$ cat src/hw/rtl/srmu_pkg.sv
// Shared types and constants for the special register move unit.
// No dependencies; used by srmu_exec and special_register_move_unit_core.
package srmu_pkg;

  typedef enum logic [2:0] {
    CMD_MFSPR = 3'd0,
    CMD_MTSPR = 3'd1,
    CMD_MTFSF = 3'd2,
    CMD_MCRXR = 3'd3,
    CMD_MCRFS = 3'd4,
    CMD_MFFS  = 3'd5
  } cmd_e;

  localparam logic [9:0]  SPR_XER    = 10'd1;
  localparam logic [9:0]  SPR_LR     = 10'd8;
  localparam logic [9:0]  SPR_CTR    = 10'd9;
  localparam logic [9:0]  SPR_TBL    = 10'd268;
  localparam logic [9:0]  SPR_TBU    = 10'd269;
  localparam logic [9:0]  SPR_QR_BASE = 10'd912;
  localparam logic [9:0]  SPR_HID2   = 10'd920;

  localparam logic [31:0] MFFS_HIGH  = 32'hFFF8_0000;
  localparam logic [31:0] XER_KEEP   = 32'h0FFF_FFFF;

  typedef struct packed {
    cmd_e        command;
    logic [9:0]  spr_number;
    logic [31:0] data_value;
    logic [7:0]  field_mask;
    logic [2:0]  dest_field;
    logic [2:0]  source_field;
    logic [63:0] time_base;
  } item_t;

endpackage

$ cat src/hw/rtl/special_register_move_unit_core.sv
// Special register move unit: input register, execute stage, result register.
// Depends on srmu_pkg and srmu_exec.
//
// Takes one move instruction per cycle while not stalled and returns exactly
// one 64-bit result per instruction, in order. The instruction is captured in
// an input register, then the execute stage reads and updates the register
// set (quantization registers, HID2, LR, CTR, XER, CR, FPSCR) and loads the
// result register. Throughput is one instruction per cycle while the output
// is not stalled, set by that single read-modify-write of the register set;
// back-to-back instructions see each other's updates.
// The output register stalls the pipe only while a result is held by a stall.
module special_register_move_unit_core #(
  parameter int NUM_QUANT_REGS = 8
) (
  input  logic        clk_i,
  input  logic        rst_ni,
  input  logic        in_valid_i,
  output logic        in_stall_o,
  input  logic [2:0]  command_i,
  input  logic [9:0]  spr_number_i,
  input  logic [31:0] data_value_i,
  input  logic [7:0]  field_mask_i,
  input  logic [2:0]  dest_field_i,
  input  logic [2:0]  source_field_i,
  input  logic [63:0] time_base_i,
  output logic        out_valid_o,
  input  logic        out_stall_i,
  output logic [63:0] result_value_o
);

  srmu_pkg::item_t item_q;
  logic            s1_valid_q, s1_valid_d;
  logic            out_valid_q, out_valid_d;
  logic [63:0]     result_q;
  logic [63:0]     exec_result;
  logic            exec_fire;
  logic            in_xfer;

  assign exec_fire  = s1_valid_q && (!out_valid_q || !out_stall_i);
  assign in_stall_o = s1_valid_q && !exec_fire;
  assign in_xfer    = in_valid_i && !in_stall_o;

  always_comb begin
    s1_valid_d  = in_xfer ? 1'b1 : (exec_fire ? 1'b0 : s1_valid_q);
    out_valid_d = exec_fire ? 1'b1 : (out_stall_i ? out_valid_q : 1'b0);
  end

  always_ff @(posedge clk_i or negedge rst_ni) begin
    if (!rst_ni) begin
      s1_valid_q  <= 1'b0;
      out_valid_q <= 1'b0;
    end else begin
      s1_valid_q  <= s1_valid_d;
      out_valid_q <= out_valid_d;
    end
  end

  always_ff @(posedge clk_i) begin
    if (in_xfer) begin
      item_q.command      <= srmu_pkg::cmd_e'(command_i);
      item_q.spr_number   <= spr_number_i;
      item_q.data_value   <= data_value_i;
      item_q.field_mask   <= field_mask_i;
      item_q.dest_field   <= dest_field_i;
      item_q.source_field <= source_field_i;
      item_q.time_base    <= time_base_i;
    end
    if (exec_fire) begin
      result_q <= exec_result;
    end
  end

  srmu_exec #(
    .NUM_QUANT_REGS(NUM_QUANT_REGS)
  ) u_exec (
    .clk_i    (clk_i),
    .rst_ni   (rst_ni),
    .fire_i   (exec_fire),
    .item_i   (item_q),
    .result_o (exec_result)
  );

  assign out_valid_o    = out_valid_q;
  assign result_value_o = result_q;

  a_fire_gives_result: assert property (@(posedge clk_i) disable iff (!rst_ni)
    exec_fire |=> out_valid_o)
    else $error("executed transfer produced no result");

  a_write_result_zero: assert property (@(posedge clk_i) disable iff (!rst_ni)
    exec_fire && (item_q.command == srmu_pkg::CMD_MTSPR ||
                  item_q.command == srmu_pkg::CMD_MTFSF)
    |=> result_value_o == 64'd0)
    else $error("write command returned nonzero result");

  a_mffs_high: assert property (@(posedge clk_i) disable iff (!rst_ni)
    exec_fire && item_q.command == srmu_pkg::CMD_MFFS
    |=> result_value_o[63:32] == srmu_pkg::MFFS_HIGH)
    else $error("mffs upper word wrong");

  a_stall_needs_item: assert property (@(posedge clk_i) disable iff (!rst_ni)
    in_stall_o |-> s1_valid_q && out_valid_q && out_stall_i)
    else $error("input stalled with room in the pipe");

endmodule

$ cat src/hw/rtl/srmu_exec.sv
// Execute stage: architectural register set and the single-pass move logic.
// Depends on srmu_pkg.
module srmu_exec #(
  parameter int NUM_QUANT_REGS = 8
) (
  input  logic           clk_i,
  input  logic           rst_ni,
  input  logic           fire_i,
  input  srmu_pkg::item_t item_i,
  output logic [63:0]    result_o
);

  localparam int QW = (NUM_QUANT_REGS > 1) ? $clog2(NUM_QUANT_REGS) : 1;

  logic [31:0] quant_q [NUM_QUANT_REGS];
  logic [31:0] hid2_q, hid2_d;
  logic [31:0] lr_q, lr_d;
  logic [31:0] ctr_q, ctr_d;
  logic [31:0] xer_q, xer_d;
  logic [31:0] cr_q, cr_d;
  logic [31:0] fpscr_q, fpscr_d;

  logic [9:0]    qoff;
  logic          q_hit;
  logic [QW-1:0] q_idx;
  logic          q_we;
  logic [31:0]   spr_rd;
  logic [31:0]   fs_mask;
  logic [3:0]    cr_nib;
  logic [31:0]   cr_new;
  logic [2:0]    cr_pos;

  always_comb begin
    qoff  = item_i.spr_number - srmu_pkg::SPR_QR_BASE;
    q_hit = (item_i.spr_number >= srmu_pkg::SPR_QR_BASE) &&
            (qoff < 10'(NUM_QUANT_REGS));
    q_idx = qoff[QW-1:0];

    if (q_hit) begin
      spr_rd = quant_q[q_idx];
    end else begin
      unique case (item_i.spr_number)
        srmu_pkg::SPR_HID2: spr_rd = hid2_q;
        srmu_pkg::SPR_LR:   spr_rd = lr_q;
        srmu_pkg::SPR_CTR:  spr_rd = ctr_q;
        srmu_pkg::SPR_XER:  spr_rd = xer_q;
        srmu_pkg::SPR_TBL:  spr_rd = item_i.time_base[31:0];
        srmu_pkg::SPR_TBU:  spr_rd = item_i.time_base[63:32];
        default:            spr_rd = '0;
      endcase
    end

    // mask bit j selects the nibble j places up from the bottom
    for (int j = 0; j < 8; j++) begin
      fs_mask[4*j +: 4] = {4{item_i.field_mask[j]}};
    end

    if (item_i.command == srmu_pkg::CMD_MCRXR) begin
      cr_nib = xer_q[31:28];
    end else begin
      cr_nib = fpscr_q[{~item_i.source_field, 2'b00} +: 4];
    end
    cr_pos = ~item_i.dest_field;
    cr_new = cr_q;
    cr_new[{cr_pos, 2'b00} +: 4] = cr_nib;
  end

  always_comb begin
    hid2_d   = hid2_q;
    lr_d     = lr_q;
    ctr_d    = ctr_q;
    xer_d    = xer_q;
    cr_d     = cr_q;
    fpscr_d  = fpscr_q;
    q_we     = 1'b0;
    result_o = '0;
    unique case (item_i.command)
      srmu_pkg::CMD_MFSPR: begin
        result_o = {32'd0, spr_rd};
      end
      srmu_pkg::CMD_MTSPR: begin
        if (q_hit) begin
          q_we = 1'b1;
        end else begin
          unique case (item_i.spr_number)
            srmu_pkg::SPR_HID2: hid2_d = item_i.data_value;
            srmu_pkg::SPR_LR:   lr_d   = item_i.data_value;
            srmu_pkg::SPR_CTR:  ctr_d  = item_i.data_value;
            srmu_pkg::SPR_XER:  xer_d  = item_i.data_value;
            default: ;
          endcase
        end
      end
      srmu_pkg::CMD_MTFSF: begin
        fpscr_d = (fpscr_q & ~fs_mask) | (item_i.data_value & fs_mask);
      end
      srmu_pkg::CMD_MCRXR: begin
        cr_d     = cr_new;
        xer_d    = xer_q & srmu_pkg::XER_KEEP;
        result_o = {32'd0, cr_new};
      end
      srmu_pkg::CMD_MCRFS: begin
        cr_d     = cr_new;
        result_o = {32'd0, cr_new};
      end
      srmu_pkg::CMD_MFFS: begin
        result_o = {srmu_pkg::MFFS_HIGH, fpscr_q};
      end
      default: ;
    endcase
  end

  always_ff @(posedge clk_i or negedge rst_ni) begin
    if (!rst_ni) begin
      for (int i = 0; i < NUM_QUANT_REGS; i++) begin
        quant_q[i] <= '0;
      end
      hid2_q  <= '0;
      lr_q    <= '0;
      ctr_q   <= '0;
      xer_q   <= '0;
      cr_q    <= '0;
      fpscr_q <= '0;
    end else if (fire_i) begin
      if (q_we) begin
        quant_q[q_idx] <= item_i.data_value;
      end
      hid2_q  <= hid2_d;
      lr_q    <= lr_d;
      ctr_q   <= ctr_d;
      xer_q   <= xer_d;
      cr_q    <= cr_d;
      fpscr_q <= fpscr_d;
    end
  end

endmodule
$ cat config.mk
export PLATFORM = sky130hd
export DESIGN_NAME = special_register_move_unit_core
export DESIGN_NICKNAME = d
export VERILOG_FILES = /design/src/hw/rtl/srmu_pkg.sv /design/src/hw/rtl/special_register_move_unit_core.sv /design/src/hw/rtl/srmu_exec.sv
export SDC_FILE = /design/constraint.sdc
export NUM_CORES = 1
export LEC_CHECK = 0
export BUFFER_PORTS_ARGS = -buffer_cell sky130_fd_sc_hd__buf_4
export CORE_ASPECT_RATIO = 0.8
export CORE_MARGIN = 2
export CORE_UTILIZATION = 25
export DETAILED_ROUTE_END_ITERATION = 8
export GPL_TIMING_DRIVEN = 0
export PLACE_DENSITY = 0.38
export SLEW_MARGIN = 20
export SYNTH_ARGS = -nofsm -noshare
export SYNTH_HDL_FRONTEND = slang
export SYNTH_SLANG_ARGS = --single-unit
$ cat constraint.sdc
create_clock -name clk_i -period 9.85 [get_ports clk_i]
set_input_delay 0 -clock clk_i [delete_from_list [all_inputs] [get_ports clk_i]]
set_output_delay 0 -clock clk_i [all_outputs]
set_load 0.1 [all_outputs]
==> reports/summary.txt <==
Initial DRC Count - 1537
Clock power share - 42.1%
Maximum clock rate - 195 MHz
Post-DRT Antenna Nets - 0
Nature of the critical path endpoint - register
Critical-path maximum fanout - 10
Min-delay worst type - in -> reg
Max-cap viol count - 0
Post-Route WL - 106 mm
Mapped cell area - 0.0269 mm2
Clock root cell - clkbuf_16
HPWL after DPL - 77.9 mm
Clock Skew - 0.0342 ns
Startpoint class of the critical path - register
IO Pins - 193
Port Buffer Count - 173
Rel. slew slack - 12.1%
Register area - 0.0159 mm2
Initial antenna violation count - 11
Total gr overflow - 0
Placed Cells - 3526
Syn avg cell area - 14.1 um2
Initial core utilization - 25.2%
Top cell type's share of synthesized area - 41.9%
Status - complete, no violations
Post-synth EDFFs - 156
Comb power frac - 11.8%
Final cell count without fillers - 3789
Pleak - 15.1 nW
WS Path Type - reg -> reg
Synth unique cells - 70
DR DRC count - 0
Core Area - 0.106 mm2
WP data arrival - 5.39 ns
Row count - 107
Clock buffer depth - 3
Sequential element share of the synthesized area - 59.4%
RSZ-0062 raised after global routing - false
Setup TNS - 0 ns
Synth area leaders - dfrtp_1 (42%), edfxtp_1 (17%), mux2_2 (16%)
CTS Buf Count - 72
Hold Vio Cnt, Final - 0
Post-CTS sizing - 0
Asr flop ratio synth - 74.3%
Fin crit period - 5.14 ns
CTS sink cnt - 606
Pwr dens - 182 mW/mm2
Number of global-route vias before repair - 19000
Mean routed wirelength per cell - 27.9 um
Synth area leader - dfrtp_1
DIE HEIGHT - 297 um
Net count, final - 2443
# fillers - 10600
Period utilisation layout - 52.2%
Synth warn - 0
Worst-Skew Late Latency - 0.64 ns
Max VDD drop - 102 uV
Sequential Power Share - 46.1%
Final core utilization - 31.9%
Global placement routability congestion - 0.901
Worst Path Required - 10.09 ns
H-tree levels - 3
Worst-margin pin slew - 1.32 ns
Synth Register Bits - 606
Detailed Routing Iterations Pass 1 - 7
GRT Resource Usage Total - 19.0%
Full die area - 0.110 mm2
P_int - 4.44 mW
Setup Viol. Count Final - 0
Multi-input gate area - 0.0101 mm2
Switch Pwr - 1.72 mW
Die width - 370 um
Syn Inst Count - 1902
Largest net degree at the start of global routing - 89
Main flop type after synthesis - dfrtp_1
Area growth syn-to-layout - 26.2%
Clock transition at path regs - 0.06 ns
Vias per cell - 4.85
Net Sw Frac - 27.9%
Share of post-route cells with drive strength above 1 - 35.2%
First-pass GRT wire length - 148 mm
CTS tree - built
Slew Viols, Final - 0
Power, Total - 6.16 mW
Vias after detailed routing - 18400
-- path summary, 6_finish.rpt --
kind / from / to / slack [ns] / depth (start not counted)
worst max-delay path: item_q[112] / result_value_o[7] / 4.71 / 6
worst min-delay path: time_base_i[5] / item_q[5] / 0.09 / 2
worst max register to register: item_q[112] / result_value_o[7] / 4.71 / 6
worst min register to register: s1_valid_q / out_valid_o / 0.48 / 1
max in group asynchronous: rst_ni / u_exec.cr_q[25] / 8.11 / 6
min in group asynchronous: rst_ni / u_exec.lr_q[7] / 0.51 / 4
-- logic make-up (layout without fill, tap and decap cells) --
kind of cell,Yosys count,count (layout),synth area share [%]
buf+inv,198,647,3.46
flops,606,606,59.4
simple gates,274,274,4.91
mux,533,533,25.0
compound gates,288,288,7.18
fa+ha+maj,2,2,0.0932
other cells,1,22,0.0140
-- timing repair --
item                                    CTS  global route
hold buffers                            129             0
hold endpoints to repair                280             0
setup buffers                             0             0
endpoints found under the setup margin    0             0
-- registers in the layout, summed over array words and instances (netlist names), named ones only --
| name | cells |
|---|---|
| out_valid_o | 1 |
| u_exec.xer_q | 32 |
| u_exec.hid2_q | 32 |
| u_exec.ctr_q | 32 |
| u_exec.cr_q | 32 |
| s1_valid_q | 1 |
| result_value_o | 33 |
| item_q | 123 |
| u_exec.lr_q | 32 |
| u_exec.quant_q | 256 |
-- per-layer routing --
layer | GRT usage (%) | vias up | wire length, um
met5 | 0 | - | 39
met4 | 4.66 | 6 | 2550
met3 | 5.68 | 140 | 8240
met2 | 27.5 | 598 | 45000
met1 | 27.7 | 9708 | 49900
li1 | - | 7931 | -
-- synth_stat cells, types with 10 or more instances --
library cell,number
a21o_1,10
a21oi_1,41
and3_1,17
buf_1,13
buf_2,33
buf_4,38
clkbuf_1,107
dfrtp_1,450
edfxtp_1,156
mux2_2,380
mux2i_1,75
mux4_2,71
nand2_1,136
nand3_1,19
nor2_1,39
o21ai_0,78
o221ai_1,32
o22ai_1,40
-- worst max-delay path, cell delays in order (launching register included) --
cell	delay, ns
edfxtp_1	0.51
clkbuf_1	0.55
buf_1	0.91
nand4_1	0.66
clkbuf_1	0.57
o221ai_1	1.06
o221ai_1	0.47
-- cell usage in the layout (no fill, tap or decap), types with 10 or more instances in the layout --
cell type / Yosys / layout
o22ai_1: 40 / 40
nand3_1: 19 / 19
nand2_1: 136 / 136
clkbuf_16: 0 / 73
buf_2: 33 / 36
o221ai_1: 32 / 32
mux4_2: 71 / 71
a21oi_1: 41 / 41
edfxtp_1: 156 / 156
mux2_2: 380 / 380
and3_1: 17 / 17
clkbuf_1: 107 / 125
dfrtp_1: 450 / 450
buf_1: 13 / 12
a21o_1: 10 / 10
nor2_1: 39 / 39
dlygate4sd3_1: 0 / 128
o21ai_0: 78 / 78
conb_1: 1 / 19
buf_4: 38 / 214
clkbuf_8: 0 / 10
mux2i_1: 75 / 75
-- power groups by stage --
stage | registers [mW] | logic, mW | clock network, mW
3_3_place_gp | 2.88 | 0.665 | 0
5_1_grt | 2.84 | 0.774 | 2.78
3_5_place_dp | 2.88 | 0.690 | 0
4_1_cts | 2.83 | 0.734 | 2.68
2_1_floorplan | 2.91 | 0.317 | 0
6_report | 2.84 | 0.728 | 2.59
-- per-stage QoR --
step	instance area (um2)	setup slack, ns	hold WS [ns]
4_1_cts	33900	4.85	0.0523
3_3_place_gp	30000	3.87	0.178
3_5_place_dp	30300	4.86	-0.0497
2_1_floorplan	26900	5.49	-0.296
5_1_grt	33900	4.70	0.0721
6_report	33900	4.71	0.0854
-- final cells by class --
| cell class | instances | share of cell area (%) |
|---|---|---|
| Tap cell | 1417 | 5.23 |
| Clock inverter | 25 | 0.572 |
| Antenna cell | 3 | 0.0221 |
| Inverter | 6 | 0.0664 |
| Timing Repair Buffer | 320 | 8.63 |
| Multi-Input combinational cell | 1116 | 29.7 |
| Buffer | 192 | 2.69 |
| Clock buffer | 104 | 6.03 |
| Sequential cell | 606 | 47.0 |
No activity file was read; power rests on OpenSTA's default activity.
